==> src/rtl/tpoc_pkg.sv <==
// ----------------------------------------------------------------------------
// tpoc_pkg
// Types and constants shared by the pixel offset compensation block.
// ----------------------------------------------------------------------------
package tpoc_pkg;

	// Number of register stages from input to output.
	localparam int STAGES = 7;

	localparam int CFG_IDX_W  = 3;
	localparam int CFG_DATA_W = 24;

	localparam logic [CFG_IDX_W-1:0] CFG_GAIN_FACTOR   = 3'd0;
	localparam logic [CFG_IDX_W-1:0] CFG_AMBIENT_DELTA = 3'd1;
	localparam logic [CFG_IDX_W-1:0] CFG_SUPPLY_DELTA  = 3'd2;
	localparam logic [CFG_IDX_W-1:0] CFG_KTA_SHIFT     = 3'd3;
	localparam logic [CFG_IDX_W-1:0] CFG_KV_EVEN_EVEN  = 3'd4;
	localparam logic [CFG_IDX_W-1:0] CFG_KV_EVEN_ODD   = 3'd5;
	localparam logic [CFG_IDX_W-1:0] CFG_KV_ODD_EVEN   = 3'd6;
	localparam logic [CFG_IDX_W-1:0] CFG_KV_ODD_ODD    = 3'd7;

	localparam logic [4:0] KTA_SHIFT_UNITY = 5'd8;

	typedef struct packed {
		logic signed [15:0] raw_sample;
		logic signed [15:0] pixel_offset;
		logic signed [15:0] pixel_kta;
		logic               row_odd;
		logic               col_odd;
		logic               last_pixel;
	} in_pixel_t;

	typedef struct packed {
		logic signed [31:0] compensated_value;
		logic               saturated;
		logic               frame_end;
	} out_pixel_t;

	typedef struct packed {
		logic signed [23:0] gain_factor;
		logic signed [17:0] ambient_delta;
		logic signed [15:0] supply_delta;
		logic        [4:0]  kta_shift;
		logic signed [15:0] kv_even_even;
		logic signed [15:0] kv_even_odd;
		logic signed [15:0] kv_odd_even;
		logic signed [15:0] kv_odd_odd;
	} cfg_t;

	// Per-stage load enables from the pipeline control to the datapath.
	typedef struct packed {
		logic [STAGES-1:0] load;
	} stage_ctl_t;

endpackage

==> src/rtl/tpoc_pipe_ctrl.sv <==
// ----------------------------------------------------------------------------
// tpoc_pipe_ctrl
// Valid bits and per-stage load enables; bubbles collapse under a stall.
// ----------------------------------------------------------------------------
module tpoc_pipe_ctrl (
	input  logic                   clk,
	input  logic                   arst_n,
	input  logic                   in_valid,
	output logic                   in_ready,
	output logic                   out_valid,
	input  logic                   out_ready,
	output tpoc_pkg::stage_ctl_t   ctl
);
	import tpoc_pkg::*;

	logic [STAGES-1:0] valid_q;
	logic [STAGES-1:0] load;

	// A stage takes new contents when it is empty or its contents move on.
	always_comb begin
		load[STAGES-1] = !valid_q[STAGES-1] || out_ready;
		for (int k = STAGES - 2; k >= 0; k--) begin
			load[k] = !valid_q[k] || load[k+1];
		end
	end

	always_ff @(posedge clk or negedge arst_n) begin
		if (!arst_n) begin
			valid_q <= '0;
		end else begin
			if (load[0]) begin
				valid_q[0] <= in_valid;
			end
			for (int k = 1; k < STAGES; k++) begin
				if (load[k]) begin
					valid_q[k] <= valid_q[k-1];
				end
			end
		end
	end

	assign in_ready  = load[0];
	assign out_valid = valid_q[STAGES-1];
	assign ctl.load  = load;

endmodule

==> config.mk <==
export PLATFORM = sky130hd
export DESIGN_NAME = tpoc_pipe_ctrl
export DESIGN_NICKNAME = d
export VERILOG_FILES = /design/src/rtl/tpoc_pkg.sv /design/src/rtl/tpoc_pipe_ctrl.sv
export SDC_FILE = /design/constraint.sdc
export NUM_CORES = 1
export LEC_CHECK = 0
export ABC_AREA = 1
export ABC_CLOCK_PERIOD_IN_PS = 1100
export BUFFER_PORTS_ARGS = -buffer_cell sky130_fd_sc_hd__buf_4
export CAP_MARGIN = 20
export CORE_AREA = 5 5 42 44
export CTS_CLUSTER_DIAMETER = 50
export DETAILED_ROUTE_END_ITERATION = 8
export DIE_AREA = 0 0 47 49
export PLACE_DENSITY = 0.56
export REMOVE_ABC_BUFFERS = 1
export SYNTH_ARGS = -nofsm -noshare
export SYNTH_HDL_FRONTEND = slang
export SYNTH_SLANG_ARGS = --single-unit
==> constraint.sdc <==
create_clock -name clk -period 1.1 [get_ports clk]
set_input_delay 0.11 -clock clk [delete_from_list [all_inputs] [get_ports clk]]
set_output_delay 0.11 -clock clk [all_outputs]
set_load 0.005 [all_outputs]
# [Word-level counts from Yosys, hierarchy flattened]
# Index checks and enable logic that the tools add are counted.
[totals] inputBits=4 wordCells=21 register_bits=7 output_inout_bits=9
[classes] n_reduce_logical=14
[ops] cell="$logic_not A1 Y1" count=7
[ops] cell="$logic_or A1 B1 Y1" count=7

# [Longest topological paths before layout]
[logic_depth] depth_word=8 ltp_mapped=5 depth_no_buf=5

# [Worst setup path before layout]
# OpenSTA, ideal clock, no wires.
[synth_timing] kind="register -> output" from="reg valid_q[6]" to="out ctl[0] (netlist bit)" path_buffers=1 path_stages_with_launch=5 arrival_ps=938 setup_slack_ps=52 required_time_ps=990 path_cell_list="dfrtp_1 -> nand4_4 -> nor2_4 -> nand4_2 -> buf_4"
[synth_rtl] item="from (decl)" line_no="tpoc_pipe_ctrl.sv:16" rtl="logic [STAGES-1:0] valid_q;"
[synth_rtl] item="from (signal, indexed assignment)" line_no="tpoc_pipe_ctrl.sv:36" rtl="valid_q[k] <= valid_q[k-1];"
[synth_rtl] item="to (decl)" line_no="tpoc_pipe_ctrl.sv:12" rtl="output tpoc_pkg::stage_ctl_t ctl"

# [Worst setup path in the final report]
[layout_timing] from="reg valid_q[4]" to="out in_ready"
[layout_via] elab_chain_cells=6
[layout_rtl] item="$logic_not A1 Y1" line_no="tpoc_pipe_ctrl.sv:23" rtl="load[k] = !valid_q[k] || load[k+1];"
[layout_rtl] item="$logic_or A1 B1 Y1 (5 in a row)" line_no="tpoc_pipe_ctrl.sv:23"
[layout_rtl] item="to (decl)" line_no="tpoc_pipe_ctrl.sv:9" rtl="output logic in_ready,"
# No other way between the ends.

==> flow_metrics.py <==
metrics = {
    "place": {
        "gp_congestion": 0.669,
        "io_buffers": 12,
        "hpwlAfterDp_um": 488,
    },
    "sta": {
        "relSlewSlack": 0.878,
        "hold_viol_final": 0,
        "finalSetupViolCount": 11,
        "timing.hold.ws_ns": 0.0528,
        "layout_setup_ws_ns": -0.200,
        "min_period_ns": 1.30,
        "tightest_slew_ns": 0.183,
        "max_freq_mhz": 769,
        "finalClockSkew_ns": 0.00333,
        "rsz0062_at_grt": "yes",
        "slew_violations": 0,
        "finalCritPeriodShare": 1.18,
    },
    "flow_run": {
        "max_cap_viol_count": 0,
    },
    "synthesis": {
        "syn_area_per_cell_um2": 10.1,
        "synthCells": 31,
        "dominantRegCellSynth": "dfrtp_1",
        "netlist.area_leader.share": 0.558,
        "yosysTopAreaCell": "dfrtp_1",
        "synth_cell_types": 10,
        "synth-edff-count": 0,
        "yosysWarnings": 0,
        "synthTopCellsByCount": "9 x inv_1, 7 x dfrtp_1, 7 x nand2_1, 2 x or2_2",
        "synthArstFlopShare": 1.00,
        "synth-seq-cells": 7,
        "ys_seq_area_frac": 0.558,
        "yosysMostFrequentCell": "inv_1",
        "synthesis.area_um2": 314,
        "ys_top_cells_by_area": "dfrtp_1 56%, inv_1 11%, nand2_1 8.4%",
    },
    "global_routing": {
        "grt_first_pass_wirelength_um": 1130,
        "grt_remaining_overflow": 0,
        "grt_max_degree": 8,
        "grt_pass1_vias": 279,
        "antenna_found_initial": 0,
        "track_usage": 0.0701,
    },
    "detailed_routing": {
        "drcViolationCount": 0,
        "ant_nets": 0,
        "wl_per_cell_um": 9.62,
        "vias": 272,
        "routed_wl_um": 683,
        "drt-initial-drc-count": 3,
        "avgViaCountPerCell": 3.83,
        "firstDrtPassIters": 2,
    },
    "critical_path": {
        "reg2reg_to": "valid_q[0]$_DFFE_PN0P_",
        "crit_type": "flip-flop to output pin",
        "crit_fanout": 5,
        "timing.rr.start": "valid_q[4]$_DFFE_PN0P_",
        "setup.worst_path.end_class": "output pin",
        "path_cells": "nand4_4 > nor2_4 > nand4_4 > buf_6",
        "reg2regPathDepth": 6,
        "critical_path_arrival_ns": 1.19,
        "start_kind": "flip-flop",
        "crit_top_cell": "nand4_4",
        "critical_path_required_ns": 0.99,
        "cp_slowest_stage_delay_ns": 0.38,
        "cp-startpoint": "valid_q[4]$_DFFE_PN0P_",
        "r2r_setup_slack_ns": -0.08,
        "critPathSlowestCell": "dfrtp_1",
    },
    "power_and_ir_drop": {
        "p_leak_nw": 0.286,
        "peakVddDrop_mv": 0.611,
        "power_density_mw_per_mm2": 1530,
    },
    "die": {
        "die_area_mm2": 0.00230,
        "ios": 13,
        "rows": 14,
        "fp.dieW_um": 47,
        "start_util": 0.224,
        "coreArea_mm2": 0.00140,
        "die_h_um": 49,
    },
    "cts": {
        "clk_path_buf_depth": 2,
        "cts_max_level": 1,
        "numClockSinks": 7,
        "clock-root-buffer": "clkbuf_4",
        "cts_tree": "built",
        "cts_buffers": 3,
        "clk-insertion-delay-late_ns": 0.25,
        "clk_pin_slew_ns": 0.05,
    },
    "cells_and_area": {
        "nets": 60,
        "final_util": 0.404,
        "diodes": 0,
        "fillCellCount": 154,
        "largest_reg_flops": 7,
        "drive_gt1_frac": 0.582,
        "largestRegisters": "valid_q (7)",
        "top_register": "valid_q",
        "syn_to_final_growth_pct": 80.1,
    },
    "worst_hold_path": {
        "hold_class": "primary input to flip-flop",
        "hold_start": "in_valid",
        "holdPathStages": 3,
        "min_to": "valid_q[0]$_DFFE_PN0P_",
    },
    "status": {
        "failed_checks": "negative setup slack",
        "outcome": "finished with violations",
    },
}
power breakdown:
| part | internal, mW | switching (mW) |
|---|---|---|
| clock | 0.138 | 0.0906 |
| sequential | 0.297 | 0.0399 |
| combinational | 0.181 | 0.118 |
metal layers:
| metal | part of all wire | global-route usage |
|---|---|---|
| met1 | 0.38 | 0.0692 |
| met2 | 0.48 | 0.104 |
| met3 | 0.14 | 0.0369 |
| met4 | 0 | 0.0553 |
| met5 | 0 | 0 |
cells by family after synthesis:
| logic type | after synthesis | synth area share |
|---|---|---|
| DFF | 7 | 0.558 |
| and+or+nand+nor | 14 | 0.311 |
| buffers and inverters | 10 | 0.131 |
cell usage in the layout, fill, tap and decap left out, types with 2 or more instances in the layout:
cell type / Yosys / layout
buf_6: 0 / 9
nor2_4: 1 / 2
or2_2: 2 / 2
inv_1: 9 / 8
nand4_4: 1 / 2
dfrtp_1: 7 / 7
clkbuf_4: 0 / 3
nand2_1: 7 / 6
buf_4: 1 / 11
critical path: cells and delay by family (launching register included):
family                 cells  cell delay (ns)
AND/OR/NAND/NOR            3             0.41
flip-flops                 1             0.38
buffers and inverters      1             0.14
repair_timing:
| action | CTS | global route |
|---|---|---|
| endpoints found under the hold margin | 7 | 0 |
| buffers inserted | 4 | 5 |
| setup endpoints to repair | 8 | 10 |
| resized for setup | 5 | 10 |
| hold buffers | 1 | 0 |
| pin swaps | 2 | 2 |
how the worst max path moves through the flow:
stage,to,slack [ns],depth (start not counted)
floorplan,valid_q[3]$_DFFE_PN0P_,0.14,3
CTS,in_ready,-0.24,4
finish,in_ready,-0.20,4
global route,in_ready,-0.28,4
global placement,in_ready,0.04,4
detailed placement,in_ready,0.03,4
final cells by class:
cell class                      count  area [um^2]  share of cell area
Timing Repair Buffer               21          194               0.343
Sequential cell                     7          175               0.310
Multi-Input combinational cell     14          116               0.206
Inverter                            9         33.8              0.0597
Clock buffer                        4         26.3              0.0465
Tap cell                           16         20.0              0.0354
through the flow:
stage	worst slack [ns]	std cells	area, um^2	power (mW)	setup TNS, ns
floorplan	0.138	30	307	0.434	0
CTS	-0.243	68	513	0.844	-1.48
finish	-0.200	71	566	0.865	-1.44
detailed placement	0.0309	59	424	0.546	0
global route	-0.277	71	566	0.923	-2.18
global placement	0.0385	59	424	0.541	0
Power figures use the tool's default switching activity.
