File: config.mk
export PLATFORM = sky130hd
export DESIGN_NAME = tpoc_cfg
export DESIGN_NICKNAME = d
export VERILOG_FILES = /design/src/rtl/tpoc_pkg.sv /design/src/rtl/tpoc_cfg.sv
export SDC_FILE = /design/constraint.sdc
export NUM_CORES = 1
export LEC_CHECK = 0
export BUFFER_PORTS_ARGS = -buffer_cell sky130_fd_sc_hd__buf_2
export CAP_MARGIN = 25
export CORE_ASPECT_RATIO = 1.4
export CORE_MARGIN = 5
export CORE_UTILIZATION = 30
export CTS_CLUSTER_SIZE = 40
export DETAILED_ROUTE_END_ITERATION = 16
export GPL_ROUTABILITY_DRIVEN = 0
export GPL_TIMING_DRIVEN = 0
export PLACE_DENSITY_LB_ADDON = 0.3
export REMOVE_ABC_BUFFERS = 1
export SYNTH_ARGS = -nofsm -noshare
export SYNTH_HDL_FRONTEND = slang
export SYNTH_SLANG_ARGS = --single-unit
File: constraint.sdc
create_clock -name clk -period 0.85 [get_ports clk]
set_clock_uncertainty 0.1 [all_clocks]
set_input_delay 0.085 -clock clk [delete_from_list [all_inputs] [get_ports clk]]
set_output_delay 0.085 -clock clk [all_outputs]
set_load 0.01 [all_outputs]
File: src/rtl/tpoc_pkg.sv
// ----------------------------------------------------------------------------
// tpoc_pkg
// Types and constants shared by the pixel offset compensation block.
// ----------------------------------------------------------------------------
package tpoc_pkg;

	// Number of register stages from input to output.
	localparam int STAGES = 7;

	localparam int CFG_IDX_W  = 3;
	localparam int CFG_DATA_W = 24;

	localparam logic [CFG_IDX_W-1:0] CFG_GAIN_FACTOR   = 3'd0;
	localparam logic [CFG_IDX_W-1:0] CFG_AMBIENT_DELTA = 3'd1;
	localparam logic [CFG_IDX_W-1:0] CFG_SUPPLY_DELTA  = 3'd2;
	localparam logic [CFG_IDX_W-1:0] CFG_KTA_SHIFT     = 3'd3;
	localparam logic [CFG_IDX_W-1:0] CFG_KV_EVEN_EVEN  = 3'd4;
	localparam logic [CFG_IDX_W-1:0] CFG_KV_EVEN_ODD   = 3'd5;
	localparam logic [CFG_IDX_W-1:0] CFG_KV_ODD_EVEN   = 3'd6;
	localparam logic [CFG_IDX_W-1:0] CFG_KV_ODD_ODD    = 3'd7;

	localparam logic [4:0] KTA_SHIFT_UNITY = 5'd8;

	typedef struct packed {
		logic signed [15:0] raw_sample;
		logic signed [15:0] pixel_offset;
		logic signed [15:0] pixel_kta;
		logic               row_odd;
		logic               col_odd;
		logic               last_pixel;
	} in_pixel_t;

	typedef struct packed {
		logic signed [31:0] compensated_value;
		logic               saturated;
		logic               frame_end;
	} out_pixel_t;

	typedef struct packed {
		logic signed [23:0] gain_factor;
		logic signed [17:0] ambient_delta;
		logic signed [15:0] supply_delta;
		logic        [4:0]  kta_shift;
		logic signed [15:0] kv_even_even;
		logic signed [15:0] kv_even_odd;
		logic signed [15:0] kv_odd_even;
		logic signed [15:0] kv_odd_odd;
	} cfg_t;

	// Per-stage load enables from the pipeline control to the datapath.
	typedef struct packed {
		logic [STAGES-1:0] load;
	} stage_ctl_t;

endpackage

File: src/rtl/tpoc_cfg.sv
// ----------------------------------------------------------------------------
// tpoc_cfg
// Configuration register file, written through a plain indexed write port.
// ----------------------------------------------------------------------------
module tpoc_cfg (
	input  logic                            clk,
	input  logic                            arst_n,
	input  logic                            cfg_we,
	input  logic [tpoc_pkg::CFG_IDX_W-1:0]  cfg_index,
	input  logic [tpoc_pkg::CFG_DATA_W-1:0] cfg_data,
	output tpoc_pkg::cfg_t                  cfg
);
	import tpoc_pkg::*;

	cfg_t cfg_q;

	always_ff @(posedge clk or negedge arst_n) begin
		if (!arst_n) begin
			cfg_q.gain_factor   <= 24'sd65536;
			cfg_q.ambient_delta <= '0;
			cfg_q.supply_delta  <= '0;
			cfg_q.kta_shift     <= KTA_SHIFT_UNITY;
			cfg_q.kv_even_even  <= '0;
			cfg_q.kv_even_odd   <= '0;
			cfg_q.kv_odd_even   <= '0;
			cfg_q.kv_odd_odd    <= '0;
		end else if (cfg_we) begin
			case (cfg_index)
				CFG_GAIN_FACTOR:   cfg_q.gain_factor   <= cfg_data;
				CFG_AMBIENT_DELTA: cfg_q.ambient_delta <= cfg_data[17:0];
				CFG_SUPPLY_DELTA:  cfg_q.supply_delta  <= cfg_data[15:0];
				CFG_KTA_SHIFT:     cfg_q.kta_shift     <= cfg_data[4:0];
				CFG_KV_EVEN_EVEN:  cfg_q.kv_even_even  <= cfg_data[15:0];
				CFG_KV_EVEN_ODD:   cfg_q.kv_even_odd   <= cfg_data[15:0];
				CFG_KV_ODD_EVEN:   cfg_q.kv_odd_even   <= cfg_data[15:0];
				CFG_KV_ODD_ODD:    cfg_q.kv_odd_odd    <= cfg_data[15:0];
				default: begin
				end
			endcase
		end
	end

	assign cfg = cfg_q;

endmodule

After elaboration in Yosys (flattened, before gate mapping):

Cells that the tools add are included.
W data, S select, Z words.

* flip-flop bits (word level): 127
* latch bits: 0
* RAM bits: 0
* memory bits (read-only): 0
* input port bits: 30
* output and inout bits: 127
* word-level logic and storage cells: 24
* memories: 0

* add/subtract/negate cells: 0
* multiply operators: 0
* div/mod/pow operators: 0
* order comparisons: 0
* eq/ne operators: 7
* shift-type cells: 0
* mux-type cells: 0
* bitwise logic cells: 0
* reductions and logical operators: 9

Operators with widths (count)
* $reduce_and A2 Y1: 8
* $eq A3 B3 Y1 const B: 4
* $eq A3 B2 Y1 const B: 2
* $eq A3 B1 Y1 const B: 1
* $logic_not A3 Y1: 1

Logic depth before layout (Yosys ltp):

* depth in word-level cells: 2
* depth in mapped cells: 5
* mapped depth without buffers: 2

Worst setup path after synthesis:

Ideal clock, no wire load.

* kind: input to register
* start: input port cfg_index[1] in the netlist's numbering
* end: register cfg_q, in the netlist cfg[104]
* setup time: 125 ps
* arrival time: 1168 ps
* setup slack: -543 ps
* cell stages on the path: 4
* path buffers: 2
* cells stage by stage: buf_4 > nor4b_4 > buf_6 > mux2_2

* word-level cells in the longest chain between the ends: 2

RTL lines
* start: declaration: RTL line tpoc_cfg.sv:9 `input logic [tpoc_pkg::CFG_IDX_W-1:0] cfg_index,`
* $logic_not A3 Y1: RTL line tpoc_cfg.sv:28 `case (cfg_index)`
* $reduce_and A2 Y1 (no line)
* end: declaration: RTL line tpoc_cfg.sv:15 `cfg_t cfg_q;`

No other way between the ends.
A chain may end at the register's enable or synchronous reset.

Final worst setup path:

* start: register cfg_q, in the netlist cfg[119]
* end: output port cfg[119] in the netlist's numbering

RTL lines
* end: declaration: RTL line tpoc_cfg.sv:11 `output tpoc_pkg::cfg_t cfg`

No word-level cell between the ends.

==> summary by stage <==
Die
The initial utilization of the core area, before any placement, comes to 0.302. The number of core rows is 55. The die is 117 um wide.

The full die area is 18800 um2. The floorplan step defined a core boundary enclosing 16000 um2. The top-level I/O count is 157. The die height is 160 um.

Synth
Of the total synthesized cell area, the portion taken by XOR and XNOR cells is 0. The combinational family with the most area after synthesis is multiplexers. Of the post-synthesis cell area, the part taken by muxes is 0.296. Of the total synthesized cell area, the portion taken by full adders, half adders and majority gates is 0. The count of unique library cells instantiated by Yosys is 12. The simple logic cell fraction of the synthesized area is 0.0217. The register area share after synthesis is 0.658. The complex-gate fraction of the synthesized area came to 0. The number of warnings issued by yosys is 0.

The synthesized instance count is 277. The mean instance size in the synthesized netlist is 17.5 um2. After synthesis the cells add up to 4840 um2. The number of synthesized register bits is 127.

GRT
The total grt overflow is 0. The number of global-route vias before repair is 3674. The pin count of the biggest net entering global routing is 69. The number of antenna violations at the first check in global routing is 0.

In the global route stage, overall resource usage came out at 0.152. The wire length of the first global-routing pass is 22.0 mm.

Run status
The final reports fail on hold timing, setup timing. The flow ran to the end, but the final reports show violations.

Layout
The share of final-layout standard cells stronger than drive strength 1 is 0.728. The number of nets in the final layout is 566. Relative to the synthesized area, the layout overhead comes to 70.7%. Excluding fillers, the count of instances in the completed layout stands at 746. 0 antenna diodes ended up in the layout. The register with the most flip-flops in the layout has 127 of them.

Critical path
The total number of cells along the worst setup path is 1. Together, buffers and inverters on the worst path number 1. The class of the most critical setup path is reg -> out. For the worst setup path, the data required time is 0.66 ns. The worst-path cell with the longest stage delay is sky130_fd_sc_hd__dfstp_2. Of all nets on the critical path, the largest fanout is 2.

The data arrival at the endpoint of the critical path is 1.04 ns. The cell family contributing the most delay on the critical path is flip-flops. The worst register-to-register path has a depth of 2. The critical path goes through buf_6. STA classifies the critical path endpoint as an output pin. STA classifies the critical path startpoint as a register. The largest single stage delay on the critical path is 0.53 ns.

Flow run
The tool flagged a number of max-cap violations equal to 0.

Clock network
The tree is rooted in a sky130_fd_sc_hd__clkbuf_16. The number of buffers between clock root and the deepest sink is 2. The number of hold buffers added after CTS was 19.

The clock transition at the registers of the reported paths is 0.05 ns. The clock sink total is 127. TritonCTS built the clock tree. For the worst-skew pair, the clock arrives at the later sink with an insertion delay of 0.41 ns. The H-tree generated during clock tree synthesis spans 4 levels. The TritonCTS buffer count is 17.

Power and ir drop
Power spread over the standard cell area amounts to 2630 nW/um2. The design draws 21700 uW. The total leakage power is 0.00415 uW. VDD sags by at most 1.34 mV.

Placed design
The count of input and output buffers is 156. The sum of net half-perimeters after detailed placement is 8.62 mm. The post-placement cell count is 623.

STA
Setup repair after global routing could not meet its margin everywhere. In the post-route analysis, the smallest setup slack over all paths is -0.372 ns. Timing would allow up to 818 MHz. The ratio of final minimum period to clock period is 1.44. Hold timing on the final database bottoms out at a slack of -0.452 ns. The final count of hold timing violations came to 102. The worst relative slew slack is 0.612. The clock period minus worst slack is 1.22 ns.

The count of final max-slew check failures is 0. Adding up every negative setup slack in the final design gives -44.37 ns. The worst-margin pin slew is 0.582 ns. Setup violations remaining at the end of the flow were counted as 244.

Detailed routing
Dividing the detail-routed wire length by the instance count gives 19.6 um. Dividing the detail-routed via count by the number of cells gives 4.54. The first detailed-routing pass ran for 4 iterations. For this block, the routed nets add up to 14.7 mm of wire.

After detailed routing, the number of remaining DRC violations is 0. For this block, the initial DRC count from the detailed router was 160. The post-route antenna net violation count is 0.

The vias after detailed routing is 3387.

Min path
The tightest min-delay check is of the in -> async type.
[logic make-up after synthesis]
group                  Yosys count
buffers and inverters           15
flip-flops                     127
multiplexers                   127
AND/OR/NAND/NOR                  8
[repair_timing]
item	4_1_cts	5_1_grt
endpoints found under the setup margin	254	254
resized for setup	155	66
pin swaps	5	6
setup buffers	53	32
hold endpoints to repair	186	97
cloned	3	0
[per-stage QoR]
| step | setup WS [ns] | cell area (um2) | util |
|---|---|---|---|
| 2_1_floorplan | -1.73 | 4720 | - |
| 3_3_place_gp | -4.08 | 5750 | 0.358 |
| 3_5_place_dp | -1.15 | 5900 | 0.368 |
| 4_1_cts | -0.402 | 7830 | 0.488 |
| 5_1_grt | -0.412 | 8260 | 0.515 |
| 6_report | -0.372 | 8260 | 0.515 |
[Yosys cell counts]
master	instances	area share
sky130_fd_sc_hd__nand4_2	1	0.0026
sky130_fd_sc_hd__mux2_2	124	0.29
sky130_fd_sc_hd__nor4b_4	1	0.0049
sky130_fd_sc_hd__mux2_1	3	0.0070
sky130_fd_sc_hd__nand4b_2	2	0.0062
sky130_fd_sc_hd__dfrtp_1	125	0.65
sky130_fd_sc_hd__nor4bb_1	3	0.0062
sky130_fd_sc_hd__dfstp_2	2	0.011
sky130_fd_sc_hd__buf_6	6	0.014
sky130_fd_sc_hd__nand4b_1	1	0.0018
sky130_fd_sc_hd__buf_2	6	0.0062
sky130_fd_sc_hd__buf_4	3	0.0047
[power by group]
part | switching, uW | internal, uW
Combinational | 2230 | 4040
Clock | 2550 | 4590
Sequential | 861 | 7410
Total | 5640 | 16000
[path summary, 6_finish.rpt]
| kind | startpoint | end | slack, ns |
|---|---|---|---|
| setup reg to reg | cfg[55]$_DFFE_PN0P_ | cfg[55]$_DFFE_PN0P_ | -0.15 |
| max in group asynchronous | arst_n | cfg[119]$_DFFE_PN1P_ | 0.31 |
| hold reg to reg | cfg[20]$_DFFE_PN0P_ | cfg[20]$_DFFE_PN0P_ | 0.40 |
| setup / recovery | cfg[119]$_DFFE_PN1P_ | cfg[119] | -0.37 |
| hold / removal | arst_n | cfg[4]$_DFFE_PN0P_ | -0.45 |
| min in group clk | cfg_data[1] | cfg[104]$_DFFE_PN0P_ | -0.06 |
[cells in the final DEF, fill, tap and decap left out]
| cell type | n |
|---|---|
| sky130_fd_sc_hd__buf_2 | 108 |
| sky130_fd_sc_hd__nand4_4 | 1 |
| sky130_fd_sc_hd__nor4bb_4 | 3 |
| sky130_fd_sc_hd__dfstp_2 | 2 |
| sky130_fd_sc_hd__dlymetal6s4s_1 | 1 |
| sky130_fd_sc_hd__buf_16 | 2 |
| sky130_fd_sc_hd__clkbuf_1 | 4 |
| sky130_fd_sc_hd__buf_4 | 36 |
| sky130_fd_sc_hd__buf_8 | 2 |
| sky130_fd_sc_hd__bufinv_16 | 2 |
| sky130_fd_sc_hd__dlygate4sd3_1 | 18 |
| sky130_fd_sc_hd__clkbuf_16 | 18 |
| sky130_fd_sc_hd__buf_6 | 72 |
| sky130_fd_sc_hd__mux2_4 | 112 |
| sky130_fd_sc_hd__nand4b_1 | 1 |
| sky130_fd_sc_hd__buf_12 | 15 |
| sky130_fd_sc_hd__clkinv_2 | 1 |
| sky130_fd_sc_hd__nand4b_4 | 2 |
| sky130_fd_sc_hd__clkbuf_8 | 4 |
| sky130_fd_sc_hd__mux2_2 | 15 |
| sky130_fd_sc_hd__nor4b_4 | 1 |
| sky130_fd_sc_hd__dfrtp_1 | 125 |
| sky130_fd_sc_hd__clkinvlp_4 | 2 |
[layer usage]
metal	up-vias	GRT usage	share of wire	wire (um)
met5	-	0	0	0
met4	0	0.0554	0.014	211
met3	16	0.0485	0.055	812
met2	120	0.253	0.50	7400
met1	1742	0.185	0.43	6230
li1	1509	-	-	-
[cell type report]
class                      count  area, um2
clock buffer                  25        495
clock inverter                 5       80.1
fill                        1326       7780
multi-input combinational    135       2030
sequential                   127       3180
tap                          199        249
timing repair buffer         255       2220
(Power assumes the default switching activity.)
